## config.mk

```make
export PLATFORM = sky130hd
export DESIGN_NAME = sorted_list_insert_top
export DESIGN_NICKNAME = d
export VERILOG_FILES = /design/src/rtl/sli_pkg.sv /design/src/rtl/sli_cell.sv /design/src/rtl/sorted_list_insert_top.sv
export SDC_FILE = /design/constraint.sdc
export NUM_CORES = 2
export LEC_CHECK = 0
export ABC_AREA = 1
export BUFFER_PORTS_ARGS = -buffer_cell sky130_fd_sc_hd__buf_2
export CAP_MARGIN = 0
export CELL_PAD_IN_SITES_DETAIL_PLACEMENT = 2
export CELL_PAD_IN_SITES_GLOBAL_PLACEMENT = 2
export CORE_MARGIN = 5
export CORE_UTILIZATION = 36
export DETAILED_ROUTE_END_ITERATION = 8
export PLACE_DENSITY = 0.88
export SLEW_MARGIN = 10
export SYNTH_ARGS = -nofsm -noshare
export SYNTH_HDL_FRONTEND = slang
export SYNTH_SLANG_ARGS = --single-unit
```

## constraint.sdc

```tcl
create_clock -name clock -period 5.5 [get_ports clock]
set_input_delay 0.825 -clock clock [delete_from_list [all_inputs] [get_ports clock]]
set_output_delay 0.825 -clock clock [all_outputs]
set_load 0.01 [all_outputs]
```

## src/rtl/sli_pkg.sv

```systemverilog
// ----------------------------------------------------------------------------
// Sorted list insert package
// Shared constants, request and response types and the link between cells.
// ----------------------------------------------------------------------------
package sli_pkg;

   localparam int DEPTH       = 32;
   localparam int VALUE_WIDTH = 32;

   localparam int IDX_WIDTH   = $clog2(DEPTH);
   localparam int CNT_WIDTH   = $clog2(DEPTH + 1);

   // Fixed field widths of the request and response.
   localparam int DATA_WIDTH  = 32;
   localparam int POS_WIDTH   = 6;
   localparam int COUNT_WIDTH = 7;

   localparam logic KIND_INSERT = 1'b0;
   localparam logic KIND_DRAIN  = 1'b1;

   localparam logic [1:0] STATUS_INSERTED      = 2'd0;
   localparam logic [1:0] STATUS_DROPPED       = 2'd1;
   localparam logic [1:0] STATUS_DRAINED       = 2'd2;
   localparam logic [1:0] STATUS_DRAINED_EMPTY = 2'd3;

   typedef struct packed {
      logic                          kind;
      logic signed [DATA_WIDTH-1:0]  value;
   } sli_req_type;

   typedef struct packed {
      logic signed [DATA_WIDTH-1:0]  result_value;
      logic [POS_WIDTH-1:0]          position;
      logic [COUNT_WIDTH-1:0]        entry_count;
      logic [1:0]                    status;
      logic                          last;
   } sli_rsp_type;

   // Command broadcast to every cell in the row.
   typedef struct packed {
      logic                          insert;
      logic                          drain;
      logic signed [VALUE_WIDTH-1:0] value;
   } sli_cmd_type;

   // What one cell shows its neighbors. The open flag is set when the cell
   // is empty or holds a value greater than or equal to the one inserted.
   typedef struct packed {
      logic                          occ;
      logic                          open;
      logic signed [VALUE_WIDTH-1:0] value;
   } sli_link_type;

endpackage

```

## src/rtl/sli_cell.sv

```systemverilog
// ----------------------------------------------------------------------------
// Sorted list cell
// Holds one entry. On insert it keeps its entry, takes the new value or takes
// its left neighbor's entry; on drain it takes its right neighbor's entry.
// ----------------------------------------------------------------------------
module sli_cell
   import sli_pkg::*;
(
   input  logic         clock,
   input  logic         reset,
   input  sli_cmd_type  cmd,
   input  sli_link_type left_link,
   input  sli_link_type right_link,
   output sli_link_type link,
   output logic         ins_point
);

   logic                          occ_ff, occ_in;
   logic signed [VALUE_WIDTH-1:0] value_ff, value_in;
   logic                          ge;
   logic                          shift_in;

   assign ge        = occ_ff && (value_ff >= cmd.value);
   assign link.occ   = occ_ff;
   assign link.open  = ge || !occ_ff;
   assign link.value = value_ff;

   // The sorted order makes the open flags monotone along the row, so the
   // insertion point is the first open cell.
   assign ins_point = link.open && !left_link.open;
   assign shift_in  = left_link.occ && left_link.open;

   always_comb begin
      occ_in   = occ_ff;
      value_in = value_ff;
      if (cmd.drain) begin
         occ_in   = right_link.occ;
         value_in = right_link.value;
      end else if (cmd.insert) begin
         if (shift_in) begin
            occ_in   = 1'b1;
            value_in = left_link.value;
         end else if (ins_point) begin
            occ_in   = 1'b1;
            value_in = cmd.value;
         end
      end
   end

   always_ff @(posedge clock) begin
      if (reset) begin
         occ_ff <= 1'b0;
      end else begin
         occ_ff <= occ_in;
      end
      value_ff <= value_in;
   end

endmodule

```

## src/rtl/sorted_list_insert_top.sv

```systemverilog
// ----------------------------------------------------------------------------
// Sorted list insert
// Ascending list held in a row of cells. Inserts go before the first entry
// that is greater than or equal to the value; a drain streams the list out.
//
//   channel   ports                       handshake
//   request   req_item                    start, taken when busy is low
//   response  rsp_item                    rsp_valid, one cycle, no backpressure
//
// An insert's response appears the next cycle; a new request is taken every
// cycle while busy is low. A drain keeps busy high while the entries stream
// out, one entry per cycle shifted out of the head cell; an empty drain
// answers drained-empty without raising busy. Reset empties the list.
// ----------------------------------------------------------------------------
module sorted_list_insert_top
   import sli_pkg::*;
(
   input  logic        clock,
   input  logic        reset,
   input  logic        start,
   output logic        busy,
   input  sli_req_type req_item,
   output logic        rsp_valid,
   output sli_rsp_type rsp_item
);

   sli_cmd_type            cmd;
   sli_link_type           links [DEPTH];
   logic [DEPTH-1:0]       ins_pts;
   logic                   accept;
   logic                   full;
   logic [IDX_WIDTH-1:0]   ins_pos;

   logic                   drain_ff, drain_in;
   logic [IDX_WIDTH-1:0]   pos_ff, pos_in;
   logic [CNT_WIDTH-1:0]   count_ff, count_in;
   logic                   rsp_valid_ff, rsp_valid_in;
   sli_rsp_type            rsp_ff, rsp_in;

   assign busy      = drain_ff;
   assign rsp_valid = rsp_valid_ff;
   assign rsp_item  = rsp_ff;
   assign accept    = start && !drain_ff;
   assign full      = (count_ff == CNT_WIDTH'(DEPTH));

   assign cmd.insert = accept && (req_item.kind == KIND_INSERT) && !full;
   assign cmd.drain  = drain_ff;
   assign cmd.value  = VALUE_WIDTH'(req_item.value);

   for (genvar i = 0; i < DEPTH; i++) begin : g_cell
      sli_link_type left_l, right_l;
      if (i == 0) begin : g_head
         assign left_l = '0;
      end else begin : g_mid
         assign left_l = links[i-1];
      end
      if (i == DEPTH - 1) begin : g_tail
         assign right_l = '0;
      end else begin : g_body
         assign right_l = links[i+1];
      end
      sli_cell u_cell (
         .clock      (clock),
         .reset      (reset),
         .cmd        (cmd),
         .left_link  (left_l),
         .right_link (right_l),
         .link       (links[i]),
         .ins_point  (ins_pts[i])
      );
   end

   // The insertion point is one-hot whenever the list is not full.
   always_comb begin
      ins_pos = '0;
      for (int i = 0; i < DEPTH; i++) begin
         if (ins_pts[i]) begin
            ins_pos = ins_pos | IDX_WIDTH'(i);
         end
      end
   end

   always_comb begin
      drain_in     = drain_ff;
      pos_in       = pos_ff;
      count_in     = count_ff;
      rsp_valid_in = 1'b0;
      rsp_in       = '0;
      if (drain_ff) begin
         rsp_valid_in        = 1'b1;
         rsp_in.result_value = DATA_WIDTH'(links[0].value);
         rsp_in.position     = POS_WIDTH'(pos_ff);
         rsp_in.entry_count  = '0;
         rsp_in.status       = STATUS_DRAINED;
         rsp_in.last         = !links[1].occ;
         pos_in              = pos_ff + IDX_WIDTH'(1);
         if (!links[1].occ) begin
            drain_in = 1'b0;
         end
      end else if (accept) begin
         rsp_valid_in = 1'b1;
         rsp_in.last  = 1'b1;
         if (req_item.kind == KIND_INSERT) begin
            rsp_in.result_value = req_item.value;
            if (full) begin
               rsp_in.position    = '0;
               rsp_in.entry_count = COUNT_WIDTH'(DEPTH);
               rsp_in.status      = STATUS_DROPPED;
            end else begin
               count_in           = count_ff + CNT_WIDTH'(1);
               rsp_in.position    = POS_WIDTH'(ins_pos);
               rsp_in.entry_count = COUNT_WIDTH'(count_in);
               rsp_in.status      = STATUS_INSERTED;
            end
         end else if (count_ff == '0) begin
            rsp_in.status = STATUS_DRAINED_EMPTY;
         end else begin
            // The cells stream the entries out over the following cycles.
            rsp_valid_in = 1'b0;
            drain_in     = 1'b1;
            pos_in       = '0;
            count_in     = '0;
         end
      end
   end

   always_ff @(posedge clock) begin
      if (reset) begin
         drain_ff     <= 1'b0;
         count_ff     <= '0;
         rsp_valid_ff <= 1'b0;
      end else begin
         drain_ff     <= drain_in;
         count_ff     <= count_in;
         rsp_valid_ff <= rsp_valid_in;
      end
      pos_ff <= pos_in;
      rsp_ff <= rsp_in;
   end

endmodule

```

# Word level (Yosys, flattened, before mapping)

Index checks and enable logic that the tools add are counted.

Flip-flop bits (word level): 1117
Word-level logic and storage cells: 1108
Bits of input ports: 36

$add $sub $neg: 2
Equal/unequal tests: 5
Reduce and logical (&&, ||, !) cells: 266
Mux-type cells: 727
Order comparisons: 32
Bitwise operators: 2

Operator list:

| cell                                         | count |
|---|---|
| two-way mux 32 bit                           | 317 |
| >= comparator 32 bit                         | 32 |
| two-way mux 1 bit                            | 340 |
| two-way mux 48 bit                           | 3 |
| two-way mux 45 bit                           | 3 |
| two-way mux 5 bit                            | 26 |
| logical AND 1 bit                            | 97 |
| nonzero test 3 bit                           | 31 |
| two-way mux 6 bit                            | 13 |
| logical NOT 1 bit                            | 65 |
| AND reduction 2 bit                          | 32 |
| two-way mux 15 bit                           | 3 |
| logical OR 1 bit                             | 32 |
| two-way mux 4 bit                            | 8 |
| two-way mux 2 bit                            | 9 |
| two-way mux 14 bit                           | 1 |
| two-way mux 3 bit                            | 4 |
| AND reduction 4 bit                          | 2 |
| nonzero test 2 bit                           | 4 |
| adder 6 x 1 -> 6 bit, second input constant  | 1 |
| == test 6 bit, second input constant         | 1 |
| logical NOT 6 bit                            | 1 |
| adder 5 x 1 -> 5 bit, second input constant  | 1 |
| inequality test 2 bit, second input constant | 2 |
| 5 further kinds                              | 6 |

# Longest topological paths before layout

Word-level depth: 46
Depth in mapped cells: 23
Depth with buffers taken out: 22

# By module

A second synthesis with hierarchy kept.

Cell total of the unflattened synthesis: 10839
Area, all modules: 83856.7 um2

By module, submodules not included:

| module                 | instances | cells each | area each (um2) |
|---|---|---|---|
| sli_cell               | 32        | 331        | 2548.7 |
| sorted_list_insert_top | 1         | 247        | 2298.5 |

# Worst setup path after synthesis

OpenSTA, ideal clock, no wires.

Path type: input -> register
From: in req_item[31] in the netlist's numbering
To: reg g_cell[0].u_cell.value_ff[0], enable pin
Data arrival time: 5.324 ns
Stages on the path: 11
Buffers on the path: 1
Path slack: -0.290 ns
Setup time: 0.466 ns
Cell sequence: inv_1 -> clkbuf_1 -> ha_1 -> a21oi_1 -> o21a_1 -> nand2_1 -> a21oi_1 -> nand3_1 -> nand3_1 -> nor2_1 -> o21ai_0

Word-level cells in the longest chain between the ends: 5

Ends and longest elaborated chain:

| element                              | RTL line                     | RTL |
|---|---|---|
| start: declaration                   | sorted_list_insert_top.sv:22 | `input sli_req_type req_item,` |
| >= comparator 32 bit                 | sli_cell.sv:23               | `assign ge = occ_ff && (value_ff >= cmd.value);` |
| logical AND 1 bit                    | sli_cell.sv:23               |  |
| logical OR 1 bit                     | sli_cell.sv:25               | `assign link.open = ge \|\| !occ_ff;` |
| nonzero test 2 bit (no source line)  | n/a                          |  |
| AND reduction 2 bit (no source line) | n/a                          |  |
| end signal: assignment               | sli_cell.sv:56               | `value_ff <= value_in;` |
| end: declaration                     | sli_cell.sv:19               | `logic signed [VALUE_WIDTH-1:0] value_ff, value_in;` |

No other way between the ends.
A chain may end at the register's enable or synchronous reset.

# Worst setup path after layout

From: in req_item[14] in the netlist's numbering
To: reg g_cell[18].u_cell.value_ff[20], data pin

Word-level cells in the longest chain between the ends: 10

Ends and longest elaborated chain:

| element                                  | RTL line       | RTL |
|---|---|---|
| >= comparator 32 bit                     | sli_cell.sv:23 |  |
| logical AND 1 bit                        | sli_cell.sv:23 |  |
| logical OR 1 bit                         | sli_cell.sv:25 |  |
| logical AND 1 bit                        | sli_cell.sv:31 | `assign shift_in = left_link.occ && left_link.open;` |
| two-way mux 32 bit                       | sli_cell.sv:40 | `if (shift_in) begin` |
| two-way mux 32 bit                       | sli_cell.sv:39 | `end else if (cmd.insert) begin` |
| two-way mux 32 bit                       | sli_cell.sv:36 | `if (cmd.drain) begin` |
| two-way mux 32 bit                       | sli_cell.sv:39 |  |
| two-way mux 32 bit (2 in series)         | sli_cell.sv:36 |  |
| named net g_cell[18].u_cell.value_in[20] | sli_cell.sv:19 |  |
| end signal: assignment                   | sli_cell.sv:56 |  |
| end: declaration                         | sli_cell.sv:19 |  |

The timed path passes the listed nets, and every way through them passes these cells. The select of a mux whose other input is x is not followed.

==> results.sh <==
export IMPL_fin_crit_sh_pct=84.24
export IMPL_outcome="finished, final reports clean"
export IMPL_grt_max_degree=229
export IMPL_die_area_sq_mm=0.2304
export IMPL_die_height_um=480.0
export IMPL_rsz0062_at_grt="false"
export IMPL_netlist_instances=9865
export IMPL_tritoncts="done"
export IMPL_worstSkewPairLatency_ps=870
export IMPL_worstSetupEndpointType="flop"
export IMPL_grt_overflow_total=0
export IMPL_tns_ps=0
export IMPL_drive_gt1_share_pct=6.205
export IMPL_num_io_pins=86
export IMPL_synth_area_per_cell_sq_um=8.060
export IMPL_dp_slack_ps=548.4
export IMPL_power_total_mw=24.57
export IMPL_fmax_ghz=0.2158
export IMPL_post_route_drc_count=0
export IMPL_multi_input_area_sq_mm=0.04302
export IMPL_cts_max_path_buffers=3
export IMPL_pwr_share_seq_pct=41.0
export IMPL_reg2reg_setup_slack_ps=1270
export IMPL_root_buffer="clkbuf_16"
export IMPL_syn_area_sq_mm=0.07952
export IMPL_seqCellArea_sq_mm=0.03230
export IMPL_async_flop_share_pct=0
export IMPL_ys_seq_area_share_pct=40.62
export IMPL_cp_start_kind="input port"
export IMPL_hp_start="start"
export IMPL_cp_required_ps=6080
export IMPL_tightestPinTransition_ps=1167
export IMPL_ys_flop_type="edfxtp_1"
export IMPL_setup_viol=0
export IMPL_p_sw_share_pct=32.70
export IMPL_power_leakage_nw=36.83
export IMPL_worstHoldPathCells=3
export IMPL_setup_slack_ps=866.9
export IMPL_p_per_area_mw_per_mm2=279.7
export IMPL_layout_commonest_cell="nand2_1"
export IMPL_r2r_cells=14
export IMPL_synth_edf_count=997
export IMPL_synth_seq_cells=1115
export IMPL_fin_hold_ws_ps=352.2
export IMPL_port_buffers=83
export IMPL_final_cell_mix="3227 x nand2_1, 1581 x o21ai_0, 1027 x ha_1"
export IMPL_grt_pass1_wl_um=604100
export IMPL_htree_levels=4
export IMPL_cap_violations=0
export IMPL_clk_pin_slew_worst_paths_ps=60
export IMPL_place_congestion=0.8905
export IMPL_grt_usage_pct=34.30
export IMPL_synth_top_area_cell="edfxtp_1"
export IMPL_dp_hpwl_um=256800
export IMPL_drtIter0Drc=8149
export IMPL_min_to="rsp_item[2]"
export IMPL_via_count=81860
export IMPL_timing_rr_start="g_cell[0].u_cell.value_ff[31]"
export IMPL_dieWidth_um=480.0
export IMPL_peakVddDrop_mv=0.3441
export IMPL_finalClockSkew_ps=54.49
export IMPL_clkSinkCount=1115
export IMPL_ys_top_cells_by_area="edfxtp_1 38%, ha_1 16%, nand2_1 15%, o21ai_0 10%, o21ai_1 3.4%"
export IMPL_cp_max_fo=34
export IMPL_synth_top_cell_area_share_pct=37.65
export IMPL_wire_per_inst_um=32.02
export IMPL_final_nets=10790
export IMPL_p_int_mw=16.53
export IMPL_fillCellCount=24280
export IMPL_hp_class="input port to flop"
export IMPL_slew_violations=0
export IMPL_hold_buffers=0
export IMPL_worstSetupPathType="input port to flop"
export IMPL_routed_wl_um=410500
export IMPL_p_comb_share_pct=18.2
export IMPL_p_sw_mw=8.032
export IMPL_std_cell_rows=172
export IMPL_yosysUniqueCellTypes=50
export IMPL_cp_arrival_ps=5210
export IMPL_syn_to_final_growth_pct=10.46
export IMPL_numCtsBuffers=143
export IMPL_r2r_end="g_cell[1].u_cell.value_ff[28]"
export IMPL_power_frac_clock_pct=40.8
export IMPL_cts_resized=0
export IMPL_antenna_found_initial=14
export IMPL_coreArea_sq_mm=0.2197
export IMPL_relSlewSlack_pct=22.18
export IMPL_postCtsSetupRepairBufs=0
export IMPL_dr_pass1_iters=5
export IMPL_hold_viol=0
export IMPL_ant_nets=0
export IMPL_synth_warnings=0
export IMPL_fin_crit_ps=4633
export IMPL_grt_pass1_vias=90700
export IMPL_via_per_inst=6.384
export IMPL_start_util_pct=36.19
-- sequential cells by signal, summed over array words and instances, names as in the netlist --
| register | count |
|---|---|
| rsp_valid | 1 |
| g_cell.u_cell.value_ff | 1024 |
| rsp_item | 46 |
| pos_ff | 5 |
| count_ff | 6 |
| busy | 1 |
| g_cell.u_cell.occ_ff | 32 |
-- worst max-delay path by stage --
stage                            start                              to  slack, ps  depth (start not counted)
after floorplan           req_item[19]   g_cell[23].u_cell.value_ff[0]         70                         12
after global placement    req_item[12]  g_cell[22].u_cell.value_ff[13]        750                         17
after detailed placement  req_item[12]  g_cell[24].u_cell.value_ff[15]        550                         16
after CTS                 req_item[14]  g_cell[18].u_cell.value_ff[20]       1090                         15
after global routing      req_item[14]  g_cell[18].u_cell.value_ff[20]        770                         16
final                     req_item[14]  g_cell[18].u_cell.value_ff[20]        870                         15
-- logic make-up after synthesis --
logic type	after synthesis	share of synthesized area (%)
compound gates	2777	17.88
other cells	1	0.004716
buf+inv	956	5.422
xor+xnor	4	0.04407
flops	1115	40.62
simple gates	3985	19.87
fa+ha+maj	1027	16.16
-- final cells by class --
cell class	instances	area share, %
diodes	17	0.04844
clock inverters	76	0.7778
multi-input cells	7795	48.98
repair buffers	286	3.006
inverters	388	1.685
clock buffers	187	4.509
flip-flops and latches	1115	36.78
well taps	2958	4.214
-- metal layers --
metal	GRT usage, %	vias up	part of all wire [%]	routed length [um]
met2	57.51	4480	47	193400
met3	7.087	1758	7.7	31420
met4	24.73	10	8.3	34200
li1	-	33990	-	-
met1	38.88	41620	37	151400
met5	0	-	0.017	69
-- per-stage QoR --
step / area [sq um] / util (%) / cells
final: 87830 / 39.97 / 12820
after detailed placement: 83140 / 37.84 / 12540
after global routing: 87820 / 39.97 / 12820
after global placement: 83140 / 37.84 / 12540
after CTS: 87790 / 39.95 / 12810
after floorplan: 79520 / - / 9866
-- synth_stat cells, types with 4 or more instances --
cell	number
a21o_1	31
a21oi_1	523
a31oi_1	6
and3_1	7
buf_1	63
buf_2	87
buf_4	37
buf_6	51
clkbuf_1	299
clkbuf_2	28
dfxtp_1	118
edfxtp_1	997
ha_1	1027
inv_1	381
inv_2	4
nand2_1	3237
nand3_1	137
nand4_1	105
nor2_1	406
nor2_2	29
nor3_1	31
nor4_2	19
o21a_1	63
o21ai_0	1585
o21ai_1	542
o31ai_1	18
-- power groups by stage --
stage | Clock, mW | Combinational [mW] | Sequential, mW
4_1_cts | 10.0 | 4.34 | 10.1
2_1_floorplan | 0 | 2.45 | 10.0
6_report | 10.0 | 4.47 | 10.1
3_3_place_gp | 0 | 3.47 | 10.2
3_5_place_dp | 0 | 3.93 | 10.2
5_1_grt | 10.3 | 4.73 | 10.1
-- worst max-delay path, cell delays in order --
cell and delay [ps]:
buf_2 260, clkinv_2 500, buf_4 390, ha_1 310, nand2_1 100, nor3_1 570, nand2_1 180, nand2_1 140
nand2_1 100, nand3_1 140, nand3_1 150, nand2_2 570, buf_4 440, o21ai_1 140, o21ai_1 370
No activity file was read; power rests on OpenSTA's default activity.
